<file path="src/rtl/daq_trigger_word_decoder_top_defines.svh">
// Assertion helpers for the trigger word decoder.
// Each macro expects signals named clk and arst_n in the including scope.
`ifndef DAQ_TRIGGER_WORD_DECODER_TOP_DEFINES_SVH
`define DAQ_TRIGGER_WORD_DECODER_TOP_DEFINES_SVH

// Same-cycle implication, checked outside reset
`define DTWD_ASSERT_NOW(label, ante, cons, msg) \
	label: assert property (@(posedge clk) disable iff (!arst_n) (ante) |-> (cons)) \
		else $error(msg);

// Next-cycle implication, checked outside reset
`define DTWD_ASSERT_NEXT(label, ante, cons, msg) \
	label: assert property (@(posedge clk) disable iff (!arst_n) (ante) |=> (cons)) \
		else $error(msg);

`endif

</file>
<file path="src/rtl/dtwd_pkg.sv">
`default_nettype none

package dtwd_pkg;

	// Readout word type codes (bits 30:27 of a type-defining word)
	localparam logic [3:0] TYPE_HEADER   = 4'd0;
	localparam logic [3:0] TYPE_TRAILER  = 4'd1;
	localparam logic [3:0] TYPE_EVENT    = 4'd2;
	localparam logic [3:0] TYPE_TIME     = 4'd3;
	localparam logic [3:0] TYPE_CLUSTER  = 4'd12;
	localparam logic [3:0] TYPE_DECISION = 4'd13;
	localparam logic [3:0] TYPE_FILLER   = 4'd15;

	// Result kinds
	localparam logic [3:0] KIND_HDR_OK     = 4'd0;
	localparam logic [3:0] KIND_HDR_BAD    = 4'd1;
	localparam logic [3:0] KIND_HDR_CONT   = 4'd2;
	localparam logic [3:0] KIND_TRAILER    = 4'd3;
	localparam logic [3:0] KIND_EVENT      = 4'd4;
	localparam logic [3:0] KIND_TIME       = 4'd5;
	localparam logic [3:0] KIND_CLUS_ENRG  = 4'd6;
	localparam logic [3:0] KIND_CLUS_POS   = 4'd7;
	localparam logic [3:0] KIND_TRIG       = 4'd8;
	localparam logic [3:0] KIND_TRIG_CONT  = 4'd9;
	localparam logic [3:0] KIND_IGNORED    = 4'd10;
	localparam logic [3:0] KIND_REJECTED   = 4'd11;

	// Configuration port
	localparam int CFG_ADDR_W = 3;
	localparam int CFG_DATA_W = 32;
	localparam int SLOT_W     = 5;
	localparam logic REG_SLOT_NUMBER = 1'b0;

	// Input transaction
	typedef struct packed {
		logic [31:0] data_word;
		logic        restart;
	} dtwd_in_t;

	// Result transaction
	typedef struct packed {
		logic [3:0]  kind;
		logic [4:0]  slot_field;
		logic [19:0] value_a;
		logic [7:0]  value_b;
		logic [47:0] trigger_time;
		logic [6:0]  hit_time;
		logic [3:0]  cluster_blocks;
		logic [4:0]  cluster_x;
		logic [5:0]  cluster_y;
		logic [2:0]  trigger_types;
		logic        trailer_seen;
	} dtwd_out_t;

	// Sticky decoder state
	typedef struct packed {
		logic [3:0]  cur_type;
		logic        slot_ok;
		logic        trailer_flag;
		logic [23:0] time_lo;
		logic [23:0] time_hi;
	} dtwd_state_t;

	localparam dtwd_state_t STATE_RESET = '{
		cur_type:     TYPE_FILLER,
		slot_ok:      1'b0,
		trailer_flag: 1'b0,
		time_lo:      24'd0,
		time_hi:      24'd0
	};

endpackage

`default_nettype wire

</file>
<file path="src/rtl/dtwd_cfg.sv">
`default_nettype none

module dtwd_cfg (
	input  wire logic                              clk,
	input  wire logic                              arst_n,
	input  wire logic                              psel,
	input  wire logic                              penable,
	input  wire logic                              pwrite,
	input  wire logic [dtwd_pkg::CFG_ADDR_W-1:0]   paddr,
	input  wire logic [dtwd_pkg::CFG_DATA_W-1:0]   pwdata,
	output logic      [dtwd_pkg::CFG_DATA_W-1:0]   prdata,
	output logic                                   pready,
	output logic      [dtwd_pkg::SLOT_W-1:0]       slot_number
);

	logic [dtwd_pkg::SLOT_W-1:0] slot_number_q;
	logic                        wr_en;
	logic                        hit_slot;

	assign pready   = 1'b1;
	assign hit_slot = (paddr[dtwd_pkg::CFG_ADDR_W-1] == dtwd_pkg::REG_SLOT_NUMBER);
	assign wr_en    = psel && penable && pwrite && pready;

	// Slot register
	always_ff @(posedge clk or negedge arst_n) begin
		if (!arst_n) begin
			slot_number_q <= '0;
		end else if (wr_en && hit_slot) begin
			slot_number_q <= pwdata[dtwd_pkg::SLOT_W-1:0];
		end
	end

	// Read back; unmapped addresses read zero
	always_comb begin
		prdata = '0;
		if (hit_slot) begin
			prdata = {{(dtwd_pkg::CFG_DATA_W-dtwd_pkg::SLOT_W){1'b0}}, slot_number_q};
		end
	end

	assign slot_number = slot_number_q;

endmodule

`default_nettype wire

</file>
<file path="src/rtl/dtwd_decode.sv">
`default_nettype none

module dtwd_decode (
	input  wire dtwd_pkg::dtwd_state_t         state,
	input  wire dtwd_pkg::dtwd_in_t            word,
	input  wire logic [dtwd_pkg::SLOT_W-1:0]   slot_number,
	output dtwd_pkg::dtwd_state_t              state_nxt,
	output dtwd_pkg::dtwd_out_t                res
);

	logic                        defining;
	logic [dtwd_pkg::SLOT_W-1:0] slot;
	logic [31:0]                 w;
	dtwd_pkg::dtwd_state_t       st;

	assign w        = word.data_word;
	assign defining = w[31];
	assign slot     = w[26:22];

	// Single-word decode against the sticky state
	always_comb begin
		st  = word.restart ? dtwd_pkg::STATE_RESET : state;
		res = '0;
		if (defining) begin
			st.cur_type = w[30:27];
		end

		if (!st.slot_ok && (st.cur_type != dtwd_pkg::TYPE_HEADER)) begin
			res.kind = dtwd_pkg::KIND_REJECTED;
		end else begin
			unique case (st.cur_type)
				dtwd_pkg::TYPE_HEADER: begin
					if (defining) begin
						res.slot_field = slot;
						st.slot_ok     = (slot == slot_number);
						if (slot == slot_number) begin
							res.kind    = dtwd_pkg::KIND_HDR_OK;
							res.value_a = {10'd0, w[17:8]};
							res.value_b = w[7:0];
						end else begin
							res.kind = dtwd_pkg::KIND_HDR_BAD;
						end
					end else begin
						res.kind = dtwd_pkg::KIND_HDR_CONT;
					end
				end
				dtwd_pkg::TYPE_TRAILER: begin
					st.trailer_flag = 1'b1;
					res.kind        = dtwd_pkg::KIND_TRAILER;
					res.slot_field  = slot;
					res.value_a     = w[19:0];
				end
				dtwd_pkg::TYPE_EVENT: begin
					res.kind    = dtwd_pkg::KIND_EVENT;
					res.value_a = w[19:0];
				end
				dtwd_pkg::TYPE_TIME: begin
					// defining word carries the low half, continuation the high half
					if (defining) begin
						st.time_lo = w[23:0];
					end else begin
						st.time_hi = w[23:0];
					end
					res.kind         = dtwd_pkg::KIND_TIME;
					res.trigger_time = {st.time_hi, st.time_lo};
				end
				dtwd_pkg::TYPE_CLUSTER: begin
					if (defining) begin
						res.kind    = dtwd_pkg::KIND_CLUS_ENRG;
						res.value_a = {6'd0, w[13:0]};
					end else begin
						res.kind           = dtwd_pkg::KIND_CLUS_POS;
						res.hit_time       = w[6:0];
						res.cluster_blocks = w[14:11];
						res.cluster_x      = w[19:15];
						res.cluster_y      = w[25:20];
					end
				end
				dtwd_pkg::TYPE_DECISION: begin
					if (defining) begin
						res.kind          = dtwd_pkg::KIND_TRIG;
						res.value_a       = {4'd0, w[15:0]};
						res.hit_time      = w[22:16];
						res.trigger_types = w[2:0];
					end else begin
						res.kind = dtwd_pkg::KIND_TRIG_CONT;
					end
				end
				default: begin
					res.kind = dtwd_pkg::KIND_IGNORED;
				end
			endcase
		end

		res.trailer_seen = st.trailer_flag;
		state_nxt        = st;
	end

endmodule

`default_nettype wire

</file>
<file path="src/rtl/daq_trigger_word_decoder_top.sv">
// Readout trigger word decoder.
// Input channel (word_valid/word_ready/word): one 32-bit readout word plus a
// restart flag per transaction. Output channel (result_valid/result_ready/
// result): exactly one decoded result per input word, in order.
// Configuration: APB-style port, register 0 at byte address 0 holds the
// expected backplane slot (5 bits); pready is tied high.
// Pipeline: a word accepted is held in the input register, decoded from it,
// and its result is registered in the result register, from which it is
// offered on the output channel.
// Throughput: one word per cycle while the output is not stalled. The sticky
// type, slot match, trailer flag and time halves update as a word leaves the
// input register, so the next word decodes against the updated values.
// Stall: while result_ready is low and a result is waiting, a word in the
// input register holds there and word_ready drops; an empty input register
// still takes one more word first. Nothing is lost or repeated.
// Reset: arst_n clears both stage valids, the sticky state (type = filler,
// no slot match, no trailer, time halves zero) and the slot register.
`default_nettype none

`include "daq_trigger_word_decoder_top_defines.svh"

module daq_trigger_word_decoder_top (
	input  wire logic                               clk,
	input  wire logic                               arst_n,
	input  wire logic                               word_valid,
	output logic                                    word_ready,
	input  wire dtwd_pkg::dtwd_in_t                 word,
	output logic                                    result_valid,
	input  wire logic                               result_ready,
	output dtwd_pkg::dtwd_out_t                     result,
	input  wire logic                               psel,
	input  wire logic                               penable,
	input  wire logic                               pwrite,
	input  wire logic [dtwd_pkg::CFG_ADDR_W-1:0]    paddr,
	input  wire logic [dtwd_pkg::CFG_DATA_W-1:0]    pwdata,
	output logic      [dtwd_pkg::CFG_DATA_W-1:0]    prdata,
	output logic                                    pready
);

	logic                        valid_s1;
	dtwd_pkg::dtwd_in_t          word_s1;
	logic                        valid_s2;
	dtwd_pkg::dtwd_out_t         result_s2;
	dtwd_pkg::dtwd_state_t       state_q;
	dtwd_pkg::dtwd_state_t       state_nxt;
	dtwd_pkg::dtwd_out_t         res;
	logic [dtwd_pkg::SLOT_W-1:0] slot_number;
	logic                        advance_s1;

	dtwd_cfg u_cfg (
		.clk         (clk),
		.arst_n      (arst_n),
		.psel        (psel),
		.penable     (penable),
		.pwrite      (pwrite),
		.paddr       (paddr),
		.pwdata      (pwdata),
		.prdata      (prdata),
		.pready      (pready),
		.slot_number (slot_number)
	);

	dtwd_decode u_decode (
		.state       (state_q),
		.word        (word_s1),
		.slot_number (slot_number),
		.state_nxt   (state_nxt),
		.res         (res)
	);

	// Handshake: stage 1 moves on when the result register is free or drains
	assign advance_s1 = valid_s1 && (!valid_s2 || result_ready);
	assign word_ready = !valid_s1 || advance_s1;

	// Control registers
	always_ff @(posedge clk or negedge arst_n) begin
		if (!arst_n) begin
			valid_s1 <= 1'b0;
			valid_s2 <= 1'b0;
			state_q  <= dtwd_pkg::STATE_RESET;
		end else begin
			if (word_ready) begin
				valid_s1 <= word_valid;
			end
			if (advance_s1) begin
				valid_s2 <= 1'b1;
				state_q  <= state_nxt;
			end else if (result_ready) begin
				valid_s2 <= 1'b0;
			end
		end
	end

	// Payload registers
	always_ff @(posedge clk) begin
		if (word_valid && word_ready) begin
			word_s1 <= word;
		end
		if (advance_s1) begin
			result_s2 <= res;
		end
	end

	assign result_valid = valid_s2;
	assign result       = result_s2;

	// Checks
	`DTWD_ASSERT_NOW(a_stall_cause, !word_ready, valid_s1 && valid_s2 && !result_ready, "input stalled without a blocked result")
	`DTWD_ASSERT_NOW(a_hdr_ok_slot, result_valid && (result.kind == dtwd_pkg::KIND_HDR_OK), result.slot_field == slot_number, "header ok with mismatched slot")
	`DTWD_ASSERT_NEXT(a_hdr_ok_state, advance_s1 && (res.kind == dtwd_pkg::KIND_HDR_OK), state_q.slot_ok, "slot match not recorded after good header")
	`DTWD_ASSERT_NOW(a_kind_range, result_valid, result.kind <= dtwd_pkg::KIND_REJECTED, "result kind out of range")

endmodule

`default_nettype wire
</file>
<file path="config.mk">
export PLATFORM = sky130hd
export DESIGN_NAME = daq_trigger_word_decoder_top
export DESIGN_NICKNAME = d
export VERILOG_FILES = /design/src/rtl/dtwd_pkg.sv /design/src/rtl/dtwd_cfg.sv /design/src/rtl/dtwd_decode.sv /design/src/rtl/daq_trigger_word_decoder_top.sv
export VERILOG_INCLUDE_DIRS = /design/src /design/src/rtl
export SDC_FILE = /design/constraint.sdc
export NUM_CORES = 1
export LEC_CHECK = 0
export BUFFER_PORTS_ARGS = -buffer_cell sky130_fd_sc_hd__buf_4
export CAP_MARGIN = 0
export CORE_ASPECT_RATIO = 1.75
export CORE_MARGIN = 4
export CORE_UTILIZATION = 45
export DETAILED_ROUTE_END_ITERATION = 12
export GPL_TIMING_DRIVEN = 0
export PLACE_DENSITY = 0.71
export SETUP_SLACK_MARGIN = 0.15
export SLEW_MARGIN = 10
export SYNTH_ARGS = -nofsm -noshare
export SYNTH_HDL_FRONTEND = slang
export SYNTH_HIERARCHICAL = 1
export SYNTH_SLANG_ARGS = --single-unit
</file>
<file path="constraint.sdc">
create_clock -name clk -period 3.32 [get_ports clk]
set_input_delay 0.664 -clock clk [delete_from_list [all_inputs] [get_ports clk]]
set_output_delay 0.664 -clock clk [all_outputs]
set_load 0.05 [all_outputs]
</file>
* Yosys cells after proc, flatten, opt, wreduce, memory -nomap -nowiden
Index checks and enable logic that the tools add are counted.
** Storage, ports and cells
- Bits in registers :: 205
- Output and inout bits :: 146
** Cells by class
- Equal/unequal tests :: 6
- Muxes and demuxes :: 26
- Bitwise operators :: 7
- Reduce and logical (&&, ||, !) cells :: 19
** Operator list (number)
- $pmux 20 s4 :: 1
- $mux 54 :: 1
- $mux 50 :: 1
- $mux 24 :: 2
- $mux 48 :: 1
- $mux 33 :: 1
- $pmux 4 s6 :: 1
- $mux 22 :: 1
- $mux 18 :: 1
- $mux 16 :: 1
- $mux 14 :: 1
- $pmux 7 s2 :: 1
- $pmux 5 s2 :: 1
- $eq 4x2->1 const B :: 2
- $eq 4x4->1 const B :: 2
- $mux 1 :: 8
- $mux 4 :: 2
- $mux 7 :: 1
- $not 1->1 :: 7
- $logic_and 1x1->1 :: 6
- $reduce_or 3->1 :: 2
- $eq 5x5->1 :: 1
- $mux 5 :: 1
- $eq 4x1->1 const B :: 1
- 7 further kinds :: 11

* Longest topological paths before layout
- Word-level depth :: 5
- Gate-level depth with buffers :: 9
- Gate-level depth less buffers :: 5

* Cells and area by module
Netlist, hierarchy kept.
** Modules (own cells, without submodules)
- daq_trigger_word_decoder_top :: instances 1, cells an instance 266, area an instance 6633.9 um^2, seq. area each 5730.5 um^2
- dtwd_decode :: instances 1, cells an instance 459, area an instance 3046.7 um^2, seq. area each 0.0 um^2
- dtwd_cfg :: instances 1, cells an instance 46, area an instance 466.7 um^2, seq. area each 125.1 um^2

* Worst setup path after synthesis
No wires, ideal clock.
- Kind :: in2reg
- Start point :: input result_ready
- End point :: register result_s2, in the netlist result[0], enable pin
- Library setup time :: 465 ps
- Arrival time :: 3225 ps
- Data required time :: 2855 ps
- Slack :: -370 ps
- Stages on the path :: 4
- Buffers on the path :: 1
- Path through :: nand2b_4 nand2_4 buf_6 inv_1
** On the way
- Longest elaborated chain between the ends :: 2
** RTL lines
- start: declaration :: RTL line daq_trigger_word_decoder_top.sv:29 : input wire logic result_ready,
- $logic_or 1x1->1 :: RTL line daq_trigger_word_decoder_top.sv:72 : assign advance_s1 = valid_s1 && (!valid_s2 || result_ready);
- $logic_and 1x1->1 :: RTL line daq_trigger_word_decoder_top.sv:72
- net advance_s1 :: RTL line daq_trigger_word_decoder_top.sv:48 : logic advance_s1;
- end signal: assignment :: RTL line daq_trigger_word_decoder_top.sv:100 : result_s2 <= res;
- end: declaration :: RTL line daq_trigger_word_decoder_top.sv:43 : dtwd_pkg::dtwd_out_t result_s2;
The timed path passes the listed nets, and every way through them passes these cells.
A chain may end at the register's enable or synchronous reset.

==> results.cfg <==
[power_and_ir_drop]
p_leak_nw = 5.19
powerDensity_nw_per_um2 = 516
ir_worst_vdd_v = 0.000335

[detailed_routing]
via_per_inst = 5.16
vias = 6672
ant_nets = 0
drc = 0
wirelength_um = 25200
first_iter_violations = 505
wl_per_cell_um = 19.4
first_pass_iters = 5

[setup_path]
path_max_fanout = 10
crit_type = reg2reg
crit_required_ns = 3.69
arrival_ns = 3.12
endpoint_kind = register
r2r_cells = 6
worst_setup_path_start_kind = register

[yosys]
synth.largest_area_cell = edfxtp_1
post_synth_instance_area_um2 = 10100
yosys-top-cells-count = edfxtp_1 (144), nand2_1 (61), dfrtp_1 (57)
synth-seq-cells = 205
netlist_top_cells_area = edfxtp_1 (43%), dfrtp_1 (14%), mux2_4 (7.3%), mux2_2 (3.6%), mux2i_1 (2.5%)
synth-edff-count = 144
syn_inst = 771
async_reset_ff_share_pct = 29.8
yosysWarnings = 6
dominantRegCellSynth = edfxtp_1
seq_area_frac_synth_pct = 57.7
avgSynthCellArea_um2 = 13.2
synthDistinctLibCells = 64
synth.most_common_cell = edfxtp_1
synth_top_area_share_pct = 42.6

[status]
status = finished, final reports clean

[floorplanning]
die_area_um2 = 25100
die_y_um = 207
core_um2 = 22200
start_util_pct = 45.8
io_pins = 221
fp-row-count = 72
dieWidth_um = 122

[timing]
tightest_slew_ns = 0.897
hold_violations = 0
fin_ws_ns = 0.576
period_needed_ns = 2.74
rsz0062_at_grt = false
setup-tns-final_ns = 0
relSlewSlack_pct = 40.2
hold_slack_ns = 0.258
drv_slew = 0
period_share_pct = 82.7
timing.fmax_mhz = 364
finClkSkew_ns = 0.0133
finalSetupViolCount = 0

[placement]
gp_congestion = 0.905
dp_slack_ns = 0.612
dpl.hpwl_um = 18300
io_buffer_count = 163

[global_route]
grt_max_degree = 62
grt_usage_pct = 19.8
overflow = 0
antenna_found_initial = 0
grt_pass1_wl_um = 38400
grt_pass1_vias = 6755

[finish]
drive_gt1_share_pct = 38.2
utilization_pct = 56.9
final_nets = 1060
num_antenna_cells = 0
syn_to_final_growth_pct = 24.3

[clocking]
cts_max_level = 1
hold_buffers = 0
clockBufferDepth = 3
cts_resized = 0
cts.sinks = 205
clk_latency_ns = 0.50
clockRootBuffer = clkbuf_16
cts_tree = done
clkTransAtPathRegs_ns = 0.08
cts_made_buffers = 19
cts_setup_buffers = 0

[min_path]
hp-class = in2async

[job]
max-cap-violations = 0
==> flip-flops by register name, summed over array words and instances (netlist names) <==
register and flops:
result 111, result_valid 1, state_q 54, u_cfg/slot_number 5, valid_s1 1, word_s1 33
==> placed cells by master (no fill, tap or decap), drive strengths merged, types with 2 or more instances in the layout <==
| cell type | n |
|---|---|
| dfstp | 4 |
| o211ai | 2 |
| xor2 | 7 |
| nor4 | 3 |
| nor2b | 30 |
| conb | 28 |
| clkbuf | 43 |
| mux2 | 84 |
| o311a | 2 |
| a21oi | 14 |
| o21ai | 27 |
| nand2 | 62 |
| nor3b | 8 |
| nand2b | 29 |
| mux2i | 25 |
| dfrtp | 57 |
| a31oi | 10 |
| buf | 218 |
| edfxtp | 144 |
| bufinv | 5 |
| nand3 | 17 |
| clkinvlp | 2 |
| o21a | 19 |
| o22ai | 3 |
| and2b | 5 |
| and2 | 32 |
| nor3 | 10 |
| clkinv | 8 |
| nand3b | 8 |
| a2111oi | 2 |
| inv | 4 |
| nand4 | 10 |
| nor2 | 59 |
| or3 | 2 |
==> critical path: stages, from the launching register on <==
cell and delay (ns):
edfxtp_1 0.53, nor4_2 0.57, o211ai_2 0.24, nor3_4 0.36, buf_4 0.29, mux2_2 0.35
mux2_4 0.27
==> per-stage QoR <==
stage | std cells | instance area (um^2) | power, mW
CTS | 1294 | 12600 | 6.58
finish | 1294 | 12600 | 6.52
detailed placement | 1260 | 11900 | 4.15
global route | 1294 | 12600 | 6.75
floorplan | 797 | 10200 | 3.79
global placement | 1256 | 11800 | 4.13
==> path summary, 6_finish.rpt <==
| check | slack [ns] | end | startpoint |
|---|---|---|---|
| max reg2reg | 0.58 | state_q[21] | word_s1[0] |
| max in group asynchronous | 2.45 | state_q[6] | arst_n |
| min reg2reg | 0.50 | state_q[23] | state_q[23] |
| max | 0.58 | state_q[21] | word_s1[0] |
| min in group clk | 0.34 | word_s1[3] | word[3] |
| min | 0.26 | state_q[2] | arst_n |
==> where the power goes <==
group / switching, mW / total (mW) / internal (mW)
sequential: 0.109 / 3.01 / 2.90
clock: 0.974 / 2.43 / 1.45
combinational: 0.745 / 1.08 / 0.335
total: 1.83 / 6.52 / 4.69
==> logic make-up after synthesis <==
logic type                count (synthesis)  share of synthesized area, %
AOI/OAI and AO/OA                        88                          6.05
muxes                                   109                          13.6
buffers and inverters                    79                          5.31
xor gates and xnor gates                  7                         0.604
and+or+nand+nor                         281                          16.6
other                                     2                        0.0740
DFF                                     205                          57.7
==> layer usage <==
metal | wire [um] | GRT usage, %
met5 | 0 | 0
met3 | 1450 | 3.19
met1 | 9340 | 23.0
met2 | 13300 | 36.0
met4 | 1040 | 8.29
==> area by class of cell <==
cell class | instances | area (um^2)
multi-input cells | 513 | 3850
clock buffers | 19 | 475
clock inverters | 15 | 218
fillers | 1864 | 9540
well taps | 296 | 370
plain buffers | 75 | 524
repair buffers | 167 | 1300
flip-flops and latches | 205 | 5860
inverters | 4 | 18.8
No activity file was read; power rests on OpenSTA's default activity.
